## src/tpbc_pkg.sv

```systemverilog
`default_nettype none
package tpbc_pkg;

  localparam int unsigned LevelCount = 12;
  localparam int unsigned LevelW     = 4;
  localparam int unsigned GainW      = 16;
  localparam int unsigned ByteW      = 8;
  localparam int unsigned BandW      = 2;
  localparam int unsigned OutDataW   = 24;

  localparam logic [LevelW-1:0] LevelMax   = LevelW'(LevelCount - 1);
  localparam logic [LevelW-1:0] StartLevel = 4'd4;

  localparam logic [ByteW-1:0] InitByte = 8'h00;
  localparam logic [ByteW-1:0] TopByte  = 8'hCC;

  typedef enum logic [1:0] {
    STATUS_IGNORED = 2'd0,
    STATUS_LEVEL   = 2'd1,
    STATUS_INIT    = 2'd2
  } status_e;

  typedef enum logic [BandW-1:0] {
    BAND_LOW  = 2'd0,
    BAND_MID  = 2'd1,
    BAND_HIGH = 2'd2
  } band_e;

  typedef struct packed {
    status_e           status;
    logic [LevelW-1:0] level;
  } report_t;

  typedef struct packed {
    logic [GainW-1:0]  gain;
    logic [LevelW-1:0] level;
    logic              stepped;
    status_e           status;
  } result_t;

  function automatic logic [GainW-1:0] gain_lookup(input logic [LevelW-1:0] lvl);
    logic [GainW-1:0] g;
    unique case (lvl)
      4'd0:    g = 16'd6554;
      4'd1:    g = 16'd11338;
      4'd2:    g = 16'd16122;
      4'd3:    g = 16'd20840;
      4'd4:    g = 16'd25625;
      4'd5:    g = 16'd30409;
      4'd6:    g = 16'd35127;
      4'd7:    g = 16'd39911;
      4'd8:    g = 16'd44696;
      4'd9:    g = 16'd49480;
      4'd10:   g = 16'd54198;
      4'd11:   g = 16'd58982;
      default: g = 16'd6554;
    endcase
    return g;
  endfunction

  function automatic report_t decode_byte(input logic [ByteW-1:0] b);
    report_t r;
    r.status = STATUS_IGNORED;
    r.level  = '0;
    if (b == InitByte) begin
      r.status = STATUS_INIT;
    end else if ((b[7:4] == b[3:0]) && (b <= TopByte)) begin
      r.status = STATUS_LEVEL;
      r.level  = b[7:4] - 4'd1;
    end
    return r;
  endfunction

endpackage
`default_nettype wire

```

## src/tpbc_in_stage.sv

```systemverilog
`default_nettype none
module tpbc_in_stage (
  input  wire logic                     clk_i,
  input  wire logic                     rst_ni,
  input  wire logic                     s_axis_tvalid,
  output logic                          s_axis_tready,
  input  wire logic [tpbc_pkg::ByteW-1:0] s_axis_tdata,
  input  wire logic                     advance_i,
  output logic                          rpt_valid_o,
  output tpbc_pkg::report_t             rpt_o
);
  import tpbc_pkg::*;

  logic             valid_q, valid_d;
  logic [ByteW-1:0] byte_q, byte_d;
  logic             accept;

  assign s_axis_tready = !valid_q || advance_i;
  assign accept        = s_axis_tvalid && s_axis_tready;

  always_comb begin
    valid_d = valid_q;
    byte_d  = byte_q;
    if (accept) begin
      valid_d = 1'b1;
      byte_d  = s_axis_tdata;
    end else if (advance_i) begin
      valid_d = 1'b0;
    end
  end

  always_ff @(posedge clk_i or negedge rst_ni) begin
    if (!rst_ni) begin
      valid_q <= 1'b0;
    end else begin
      valid_q <= valid_d;
    end
  end

  always_ff @(posedge clk_i) begin
    byte_q <= byte_d;
  end

  assign rpt_valid_o = valid_q;
  assign rpt_o       = decode_byte(byte_q);

endmodule
`default_nettype wire

```

## src/tpbc_level_ctrl.sv

```systemverilog
`default_nettype none
module tpbc_level_ctrl (
  input  wire logic                       clk_i,
  input  wire logic                       rst_ni,
  input  wire logic                       cfg_we_i,
  input  wire logic [tpbc_pkg::BandW-1:0] cfg_wdata_i,
  input  wire logic                       rpt_valid_i,
  input  wire tpbc_pkg::report_t          rpt_i,
  output logic                            advance_o,
  output logic                            res_valid_o,
  input  wire logic                       res_ready_i,
  output tpbc_pkg::result_t               res_o
);
  import tpbc_pkg::*;

  logic [BandW-1:0]  band_q, band_d;
  logic [LevelW-1:0] tx_level_q, tx_level_d;
  logic              started_q, started_d;
  logic [LevelW-1:0] last_level_q, last_level_d;
  logic              last_valid_q, last_valid_d;
  logic              out_valid_q, out_valid_d;
  result_t           res_q, res_d;

  logic [LevelW-1:0] before_lvl, lvl, lo, hi;

  assign advance_o = rpt_valid_i && (!out_valid_q || res_ready_i);

  always_comb begin
    unique case (band_q)
      BAND_LOW:  begin lo = 4'd0; hi = 4'd3;  end
      BAND_HIGH: begin lo = 4'd8; hi = 4'd11; end
      default:   begin lo = 4'd4; hi = 4'd7;  end
    endcase
  end

  always_comb begin
    band_d       = band_q;
    tx_level_d   = tx_level_q;
    started_d    = started_q;
    last_level_d = last_level_q;
    last_valid_d = last_valid_q;
    out_valid_d  = out_valid_q && !res_ready_i;
    res_d        = res_q;
    before_lvl   = started_q ? tx_level_q : StartLevel;
    lvl          = before_lvl;

    if (advance_o) begin
      if (rpt_i.status != STATUS_IGNORED) begin
        started_d = 1'b1;
      end
      if (rpt_i.status == STATUS_LEVEL &&
          (!last_valid_q || last_level_q != rpt_i.level)) begin
        last_level_d = rpt_i.level;
        last_valid_d = 1'b1;
        if (rpt_i.level < lo) begin
          if (lvl != LevelMax) lvl = lvl + 4'd1;
        end else if (rpt_i.level > hi) begin
          if (lvl != '0) lvl = lvl - 4'd1;
        end
      end
      if (rpt_i.status != STATUS_IGNORED) begin
        tx_level_d = lvl;
      end else begin
        lvl = before_lvl;
      end
      out_valid_d   = 1'b1;
      res_d.gain    = gain_lookup(lvl);
      res_d.level   = lvl;
      res_d.stepped = (lvl != before_lvl);
      res_d.status  = rpt_i.status;
    end

    if (cfg_we_i) begin
      band_d     = cfg_wdata_i;
      started_d  = 1'b0;
      tx_level_d = StartLevel;
    end
  end

  always_ff @(posedge clk_i or negedge rst_ni) begin
    if (!rst_ni) begin
      band_q       <= BAND_MID;
      tx_level_q   <= StartLevel;
      started_q    <= 1'b0;
      last_level_q <= '0;
      last_valid_q <= 1'b0;
      out_valid_q  <= 1'b0;
    end else begin
      band_q       <= band_d;
      tx_level_q   <= tx_level_d;
      started_q    <= started_d;
      last_level_q <= last_level_d;
      last_valid_q <= last_valid_d;
      out_valid_q  <= out_valid_d;
    end
  end

  always_ff @(posedge clk_i) begin
    res_q <= res_d;
  end

  assign res_valid_o = out_valid_q;
  assign res_o       = res_q;

  a_level_range: assert property (@(posedge clk_i) disable iff (!rst_ni)
    out_valid_q |-> res_q.level <= LevelMax)
    else $error("result level out of range");

  a_unstarted_start: assert property (@(posedge clk_i) disable iff (!rst_ni)
    !started_q |-> tx_level_q == StartLevel)
    else $error("level moved while uninitialized");

  a_ignored_no_step: assert property (@(posedge clk_i) disable iff (!rst_ni)
    advance_o && rpt_i.status == STATUS_IGNORED |=> !res_q.stepped)
    else $error("ignored byte stepped the level");

  a_advance_loads: assert property (@(posedge clk_i) disable iff (!rst_ni)
    advance_o |=> out_valid_q)
    else $error("result lost after advance");

endmodule
`default_nettype wire

```

## src/tx_power_band_controller.sv

```systemverilog
`default_nettype none
// Transmit power band controller. Each input transaction carries the first byte of a
// feedback message; 0x11*(n+1) reports level n (0..11), 0x00 is an init report and any
// other byte is ignored. The first level or init report starts the transmit level at 4;
// level reports that differ from the previous one, or have none before them, step it toward the band
// set by cfg_wdata_i (0 low, 1 mid, 2 high, 3 acts as mid), saturating at 0 and 11. A band write
// returns the level to its uninitialized state (shown as 4). Every input transaction
// yields exactly one output transaction with the Q0.16 gain of the current level. The
// block takes one transaction per cycle while m_axis_tready does not hold results back: an input
// register feeds the decode and level update, which load the result register.
module tx_power_band_controller (
  input  wire logic                          clk_i,
  input  wire logic                          rst_ni,
  input  wire logic                          cfg_we_i,
  input  wire logic [tpbc_pkg::BandW-1:0]    cfg_wdata_i,
  input  wire logic                          s_axis_tvalid,
  output logic                               s_axis_tready,
  input  wire logic [tpbc_pkg::ByteW-1:0]    s_axis_tdata,  // [7:0] report_byte
  output logic                               m_axis_tvalid,
  input  wire logic                          m_axis_tready,
  // [15:0] gain_q16, [19:16] power_level, [20] stepped, [23:21] zero
  output logic [tpbc_pkg::OutDataW-1:0]      m_axis_tdata,
  output logic [1:0]                         m_axis_tuser   // [1:0] report_status
);
  import tpbc_pkg::*;

  logic    advance;
  logic    rpt_valid;
  report_t rpt;
  result_t res;

  tpbc_in_stage u_in_stage (
    .clk_i         (clk_i),
    .rst_ni        (rst_ni),
    .s_axis_tvalid (s_axis_tvalid),
    .s_axis_tready (s_axis_tready),
    .s_axis_tdata  (s_axis_tdata),
    .advance_i     (advance),
    .rpt_valid_o   (rpt_valid),
    .rpt_o         (rpt)
  );

  tpbc_level_ctrl u_level_ctrl (
    .clk_i       (clk_i),
    .rst_ni      (rst_ni),
    .cfg_we_i    (cfg_we_i),
    .cfg_wdata_i (cfg_wdata_i),
    .rpt_valid_i (rpt_valid),
    .rpt_i       (rpt),
    .advance_o   (advance),
    .res_valid_o (m_axis_tvalid),
    .res_ready_i (m_axis_tready),
    .res_o       (res)
  );

  assign m_axis_tdata = {3'b000, res.stepped, res.level, res.gain};
  assign m_axis_tuser = res.status;

endmodule
`default_nettype wire
```

## config.mk

```make
export PLATFORM = sky130hd
export DESIGN_NAME = tx_power_band_controller
export DESIGN_NICKNAME = d
export VERILOG_FILES = /design/src/tpbc_pkg.sv /design/src/tpbc_in_stage.sv /design/src/tpbc_level_ctrl.sv /design/src/tx_power_band_controller.sv
export SDC_FILE = /design/constraint.sdc
export NUM_CORES = 1
export LEC_CHECK = 0
export ABC_AREA = 0
export BUFFER_PORTS_ARGS = -buffer_cell sky130_fd_sc_hd__buf_2
export CORE_UTILIZATION = 51
export CTS_CLUSTER_SIZE = 40
export DETAILED_ROUTE_END_ITERATION = 10
export GPL_TIMING_DRIVEN = 0
export HOLD_SLACK_MARGIN = 0.03
export PLACE_DENSITY = 0.76
export SYNTH_ARGS = -nofsm -noshare
export SYNTH_HDL_FRONTEND = slang
export SYNTH_SLANG_ARGS = --single-unit
```

## constraint.sdc

```tcl
create_clock -name clk_i -period 3.9 [get_ports clk_i]
set_clock_uncertainty 0.05 [all_clocks]
set_input_delay 0.585 -clock clk_i [delete_from_list [all_inputs] [get_ports clk_i]]
set_output_delay 0.585 -clock clk_i [all_outputs]
set_load 0.05 [all_outputs]
```

Word-level counts from Yosys, hierarchy flattened
Memories as Yosys holds them, arrays and structs flattened. A register that Yosys moved wholly into a read port is not among the register bits.
Cells that the tools add are included.
{"block": "totals", "rom_bits": 256, "memories": 1, "output_inout_bits": 28, "regBits": 29, "word_cells": 67}
{"block": "op_classes", "n_lt_le_gt_ge": 3, "reduce_logical": 21, "n_mux": 22, "add_sub_neg": 3, "n_eq_ne": 6}
{"memory": "(name not given)", "depth": 16, "word_bits": 16, "read_ports": 1, "rd_clocked_by_memory_dff": 1, "write_ports": 0, "line_no": "tpbc_pkg.sv:43", "text": "unique case (lvl)"}
{"op": "2-to-1 mux 4 bit", "count": 12}
{"op": "case mux 4 bit (2 select lines)", "count": 2}
{"op": "<= comparator 8 bit, second input constant", "count": 1}
{"op": "logical NOT 8 bit", "count": 1}
{"op": "inequality test 4 bit", "count": 2}
{"op": "nonzero test 2 bit", "count": 4}
{"op": "subtractor 4 x 1 -> 4 bit, second input constant", "count": 2}
{"op": "2-to-1 mux 1 bit", "count": 6}
{"op": "logical AND 1 bit", "count": 5}
{"op": "2-to-1 mux 5 bit", "count": 1}
{"op": "adder 4 x 1 -> 4 bit, second input constant", "count": 1}
{"op": "equality test 4 bit", "count": 1}
{"op": "greater-than comparator 4 bit", "count": 1}
{"op": "logical NOT 1 bit", "count": 4}
{"op": "less-than comparator 4 bit", "count": 1}
{"op": "inequality test 4 bit, second input constant", "count": 1}
{"op": "AND reduction 2 bit", "count": 2}
{"op": "nonzero test 4 bit", "count": 1}
{"op": "logical OR 1 bit", "count": 3}
{"op": "equality test 2 x 1 -> 1 bit, second input constant", "count": 1}
{"op": "equality test 2 bit, second input constant", "count": 1}
{"op": "logical NOT 2 bit", "count": 1}
{"op": "2-to-1 mux 2 bit", "count": 1}

Depth between registers and ports, before layout
{"block": "logic_depth", "ltp_word": 11, "mapped_depth": 18}

Cells and area by module
A second synthesis with hierarchy kept.
{"block": "unflattened", "hier_cells": 204, "hier_area_um2": 2387.3}
{"mod": "tpbc_level_ctrl", "cells_per_inst": 164, "area_per_inst_um2": 1900.6, "instances": 1}
{"mod": "tpbc_in_stage", "cells_per_inst": 36, "area_per_inst_um2": 460.4, "instances": 1}
{"mod": "tx_power_band_controller", "cells_per_inst": 4, "area_per_inst_um2": 26.3, "instances": 1}

Worst setup path before layout
Ideal clock, no wire load.
{"block": "synth_timing", "path_type": "reg-to-reg", "start": "register u_in_stage.byte_q[4]", "end": "register, netlist name u_level_ctrl.res_o[20]", "t_arrival_ps": 3427, "setup_time_ps": 254, "required_time_ps": 3596, "slack_ps": 169, "n_path_buf": 0, "path_stages_with_launch": 17, "cell_sequence": "edfxtp_1 > inv_1 > ha_1 > o2111a_1 > o211ai_2 > nand3_2 > nor2_1 > ha_1 > nand4bb_1 > a41oi_1 > a31oi_2 > nand2_1 > a22o_1 > a211oi_4 > ha_1 > xnor2_1 > a21o_1"}
{"block": "synth_via", "elab_chain_cells": 10, "word_cells_on_any_way": 20}
{"item": "start: declaration", "line_no": "tpbc_in_stage.sv:15", "text": "logic [ByteW-1:0] byte_q, byte_d;"}
{"item": "start signal: assignment", "line_no": "tpbc_in_stage.sv:41", "text": "byte_q <= byte_d;"}
{"item": "<= comparator 8 bit / equality test 4 bit (equally long branches)", "line_no": "tpbc_pkg.sv:67", "text": "end else if ((b[7:4] == b[3:0]) && (b <= TopByte)) begin"}
{"item": "logical AND 1 bit", "line_no": "tpbc_pkg.sv:67"}
{"item": "2-to-1 mux 5 bit", "line_no": "tpbc_pkg.sv:67"}
{"item": "2-to-1 mux 4 bit", "line_no": "tpbc_pkg.sv:65", "text": "if (b == InitByte) begin"}
{"item": "greater-than comparator 4 bit / inequality test 4 bit (equally long branches)", "line_no": "tpbc_level_ctrl.sv:57, tpbc_level_ctrl.sv:52"}
{"item": "2-to-1 mux 4 bit / logical OR 1 bit (equally long branches)", "line_no": "tpbc_level_ctrl.sv:57, tpbc_level_ctrl.sv:52"}
{"item": "2-to-1 mux 4 bit / logical AND 1 bit (equally long branches)", "line_no": "tpbc_level_ctrl.sv:55, tpbc_level_ctrl.sv:51"}
{"item": "2-to-1 mux 4 bit", "line_no": "tpbc_level_ctrl.sv:51", "text": "if (rpt_i.status == STATUS_LEVEL &&"}
{"item": "2-to-1 mux 4 bit *", "line_no": "tpbc_level_ctrl.sv:61", "text": "if (rpt_i.status != STATUS_IGNORED) begin"}
{"item": "2-to-1 mux 4 bit *", "line_no": "tpbc_level_ctrl.sv:47", "text": "if (advance_o) begin"}
Mark *: on every way between the ends. The rest lies on a longest branch, timed or not. The select of a mux whose other input is x is not followed.
A chain may end at the register's enable or synchronous reset.

Final worst setup path
{"block": "layout_timing", "start": "register u_in_stage.byte_q[4]", "end": "register, netlist name u_level_ctrl.res_o[14]"}
{"block": "layout_via", "elab_chain_cells": 10, "word_cells_on_any_way": 20}
{"item": "<= comparator 8 bit / equality test 4 bit (equally long branches)", "line_no": "tpbc_pkg.sv:67"}
{"item": "logical AND 1 bit", "line_no": "tpbc_pkg.sv:67"}
{"item": "2-to-1 mux 5 bit", "line_no": "tpbc_pkg.sv:67"}
{"item": "2-to-1 mux 4 bit", "line_no": "tpbc_pkg.sv:65"}
{"item": "greater-than comparator 4 bit / inequality test 4 bit (equally long branches)", "line_no": "tpbc_level_ctrl.sv:57, tpbc_level_ctrl.sv:52"}
{"item": "2-to-1 mux 4 bit / logical OR 1 bit (equally long branches)", "line_no": "tpbc_level_ctrl.sv:57, tpbc_level_ctrl.sv:52"}
{"item": "2-to-1 mux 4 bit / logical AND 1 bit (equally long branches)", "line_no": "tpbc_level_ctrl.sv:55, tpbc_level_ctrl.sv:51"}
{"item": "2-to-1 mux 4 bit", "line_no": "tpbc_level_ctrl.sv:51"}
{"item": "2-to-1 mux 4 bit *", "line_no": "tpbc_level_ctrl.sv:61"}
{"item": "2-to-1 mux 4 bit *", "line_no": "tpbc_level_ctrl.sv:47"}
Marked as above.

==> results.md <==
* Number of synthesized register bits at 44
* Sequential power share at 49.3%
* Share of cells above drive strength 1 at 31.9%
* Worst path cell trace: inv_2 -> ha_2 -> a31oi_1 -> o211ai_2 -> nand4_1 -> ha_1 -> nand4bb_1 -> a41oi_1 -> a31oi_2 -> buf_4 -> nand3_1 -> a21oi_1 -> nor3_1 -> buf_6 -> ha_1 -> nand2_1 -> o21ai_0
* Synthesized cell area at approximately 0.0026 mm^2
* GR Util met2 at 29.8%
* Chip width at around 73 um
* Tmin final at approximately 3.7 ns
* Final #Nets at 317
* GRT Max-Usage Layer: met2
* Detail Placement HPWL at 3320 um
* FF-to-FF Start: u_in_stage.byte_q[4]
* Ys async rst share at 31.8%
* DRC at 0
* Gr usage total at 18.2%
* Combinational fraction of design power at 21.3%
* R2r setup slk at 0.15 ns
* Num CTS Buffers at 5
* GR Overflow Total at 0
* Diodes inserted at 0
* Largest buffer count on any clock path at 2
* Fin. Hold Viols at 0
* Req. time, crit path at 3.89 ns
* Max Clk Rate at 0.267 GHz
* Lkg Pwr at 1.34 nW
* Dpl cell area at 0.00288 mm^2
* R2r endpoint: u_level_ctrl.res_o[14]
* Critical Path AT at 3.73 ns
* Compound-Gate Fraction of Synth Area at 14.9%
* Initial antenna violation count at 0
* Switching share of power at 28.8%
* ANT nets after route at 0
* I/O pins at 43
* EDFF count, synth at 30
* Syn Inst Count at 233
* Synth unique cells at slightly below 60
* Crit-path leading delay family: compound AO/OA/AOI/OAI gates
* Drt total wl at between 4000 and 5000 um
* Main combinational cell family by area after synthesis: compound AO/OA/AOI/OAI gates
* Syn Area/Cell at about 11 um^2
* Worst-path clk slew at 0.08 ns
* Port bufs at 38
* DR vias/cell at 5.28
* Clock Sink Count at 44
* Cell Pwr Density at roughly 370 mW/mm^2
* M1 GR Usage at 23.6%
* Simple-gate share of the synthesized area at 12.2%
* Fin area at ~0.0031 mm^2
* Die H at 73.4 um
* Yosys warnings at 0
* Htree depth at 2
* Final setup vio count at 0
* Initial Util at between 50% and 60%
* Buffers & Inverters on Critical Path at 3
* Least-Margin Pin Slew at 0.831 ns
* CP startpoint kind: flip-flop
* Global-route wire length before repair at 7470 um
* CTS Root Cell: clkbuf_8
* Max-slew violation count at 0
* CP peak stage delay at 0.41 ns
* Slowest-stage cell, CP: edfxtp_1
* Critical Path Fanout Max at 11
* Mux contribution to synthesized area at 4.96%
* Register area share after synthesis at 48.3%
* DRT iter0 DRCs at 59
* Core area at 0.00482 mm^2
* Routing usage on met3 at 3.70%
* Max cap viols at 0
* Slew HR at 44.6%
* Setup CP Type: reg2reg
* Crit-path most repeated cell: ha_1
* CTS tree: built
* Worst setup EP type: flip-flop
* Hold_buf cts at 0
* Final period utilization at between 90% and 100%
* Clk_lat worst skew at 0.29 ns
* Power Internal at 0.820 mW
* Peak supply drop at 0.168 mV
* NetSw at 0.332 mW
* XOR/XNOR Fraction of Synth Area at 5.68%
* Worst hold-check path type: in2async
* R2R depth at 17
* Setup TNS at 0 ns
* Number of iterations in the first detailed-routing pass at 4
* Fin util at 64.1%
* Placer's final routability congestion estimate at 0.836
* Outcome: completed
* Vias at 1876
* # fillers at just under 400
* Vias in the first global route at 1626
* Rows at 25
* WL per Instance at 12.6 um
* Die area at 0.00538 mm^2
* Final Hold Slack at 0.120 ns
* Adder-Cell Fraction of Synth Area at between 7 and 8%
* Layout area overhead at 18.8%
* Largest net degree at the start of global routing at 24
* Ys flop type: edfxtp_1
* Clk pwr share at about 29%
[final cells by class]
cell class	count	area (um^2)	area share, %
well taps	67	83.8	2.72
inverters	21	81.3	2.63
flip-flops and latches	44	1250	40.6
repair buffers	45	243	7.86
multi-input cells	158	1230	39.7
clock inverters	2	35.0	1.13
clock buffers	6	72.6	2.35
plain buffers	12	91.3	2.96
[cell usage after synthesis, types with 2 or more instances]
library cell  instances  area [um^2]
a211o_1               2         17.5
a21o_1                3         22.5
a21oi_1              12         60.1
a22oi_1               2         15.0
a31o_1                2         17.5
a31oi_1               2         12.5
a31oi_2               2         25.0
and3_1                3         18.8
buf_4                 4         30.0
buf_6                 4         45.0
clkbuf_1              3         11.3
dfrtp_1              12          300
dfstp_2               2         52.6
edfxtp_1             30          901
ha_1                 15          188
inv_1                18         67.6
inv_2                 2         7.51
mux2_2                4         45.0
mux2i_1               7         70.1
nand2_1              21         78.8
nand2b_1              4         25.0
nand3_1               4         20.0
nand4_1               3         18.8
nor2_1               12         45.0
nor3_1                5         25.0
nor3_2                2         20.0
o21ai_0               7         35.0
o21ai_1               3         15.0
xnor2_1              11         96.3
xor2_1                4         35.0
[cells in the final DEF (no fill, tap or decap), types with 5 or more instances in the layout]
cell type	synthesis	layout
buf_2	1	39
edfxtp_1	30	30
nand2_1	21	20
inv_1	18	16
ha_1	15	13
a21oi_1	12	12
dfrtp_1	12	12
nor2_1	12	11
buf_4	4	11
xnor2_1	11	10
mux2i_1	7	7
o21ai_0	7	7
nor3_1	5	5
clkbuf_8	0	5
[what timing repair did]
item | CTS | global route
setup buffers | 4 | 3
setup endpoints to repair | 12 | 12
pin swaps | 2 | 9
cloned | 0 | 0
gates resized for setup | 4 | 6
[logic make-up after synthesis]
| kind of cell | after synthesis |
|---|---|
| AOI/OAI and AO/OA | 50 |
| DFF | 44 |
| buffers and inverters | 33 |
| muxes | 12 |
| and+or+nand+nor | 62 |
| xor gates and xnor gates | 16 |
| adders and majority gates | 15 |
| other | 1 |
[metal layers]
metal  up-vias  share of wire [%]
li1        934                  -
met3         9                4.8
met5         -                  0
met4         0                1.9
met1       876                 47
met2        57                 46
[per-stage QoR]
stage | total power, mW | setup WS [ns] | std cells
after CTS | 1.15 | 0.0294 | 352
after detailed placement | 0.813 | -0.420 | 340
after global routing | 1.21 | -0.0175 | 355
final | 1.15 | 0.152 | 355
after global placement | 0.806 | -0.371 | 340
after floorplan | 0.762 | 0.169 | 235
[power by group through the flow]
stage | Clock [mW] | Sequential (mW) | Combinational, mW
2_1_floorplan | 0 | 0.625 | 0.137
3_3_place_gp | 0 | 0.577 | 0.229
3_5_place_dp | 0 | 0.580 | 0.233
4_1_cts | 0.348 | 0.568 | 0.239
5_1_grt | 0.367 | 0.574 | 0.267
6_report | 0.339 | 0.568 | 0.246
[worst max-delay path by stage]
stage,cells past startpoint,slack (ns),endpoint,startpoint
after floorplan,16,0.17,u_level_ctrl.res_o[20],u_in_stage.byte_q[4]
after global placement,16,-0.37,u_level_ctrl.res_o[20],u_in_stage.byte_q[4]
after detailed placement,16,-0.42,u_level_ctrl.res_o[20],u_in_stage.byte_q[4]
after CTS,16,0.03,u_level_ctrl.res_o[20],u_in_stage.byte_q[5]
after global routing,17,-0.02,u_level_ctrl.res_o[14],u_in_stage.byte_q[4]
final,17,0.15,u_level_ctrl.res_o[14],u_in_stage.byte_q[4]
[registers in the layout, indices dropped and copies added, names as in the netlist, 2 cells and up]
register                   cells
u_in_stage.byte_q              8
u_level_ctrl.band_q            2
u_level_ctrl.tx_level_q        4
u_level_ctrl.res_o            22
u_level_ctrl.last_level_q      4
Power figures use the tool's default switching activity.
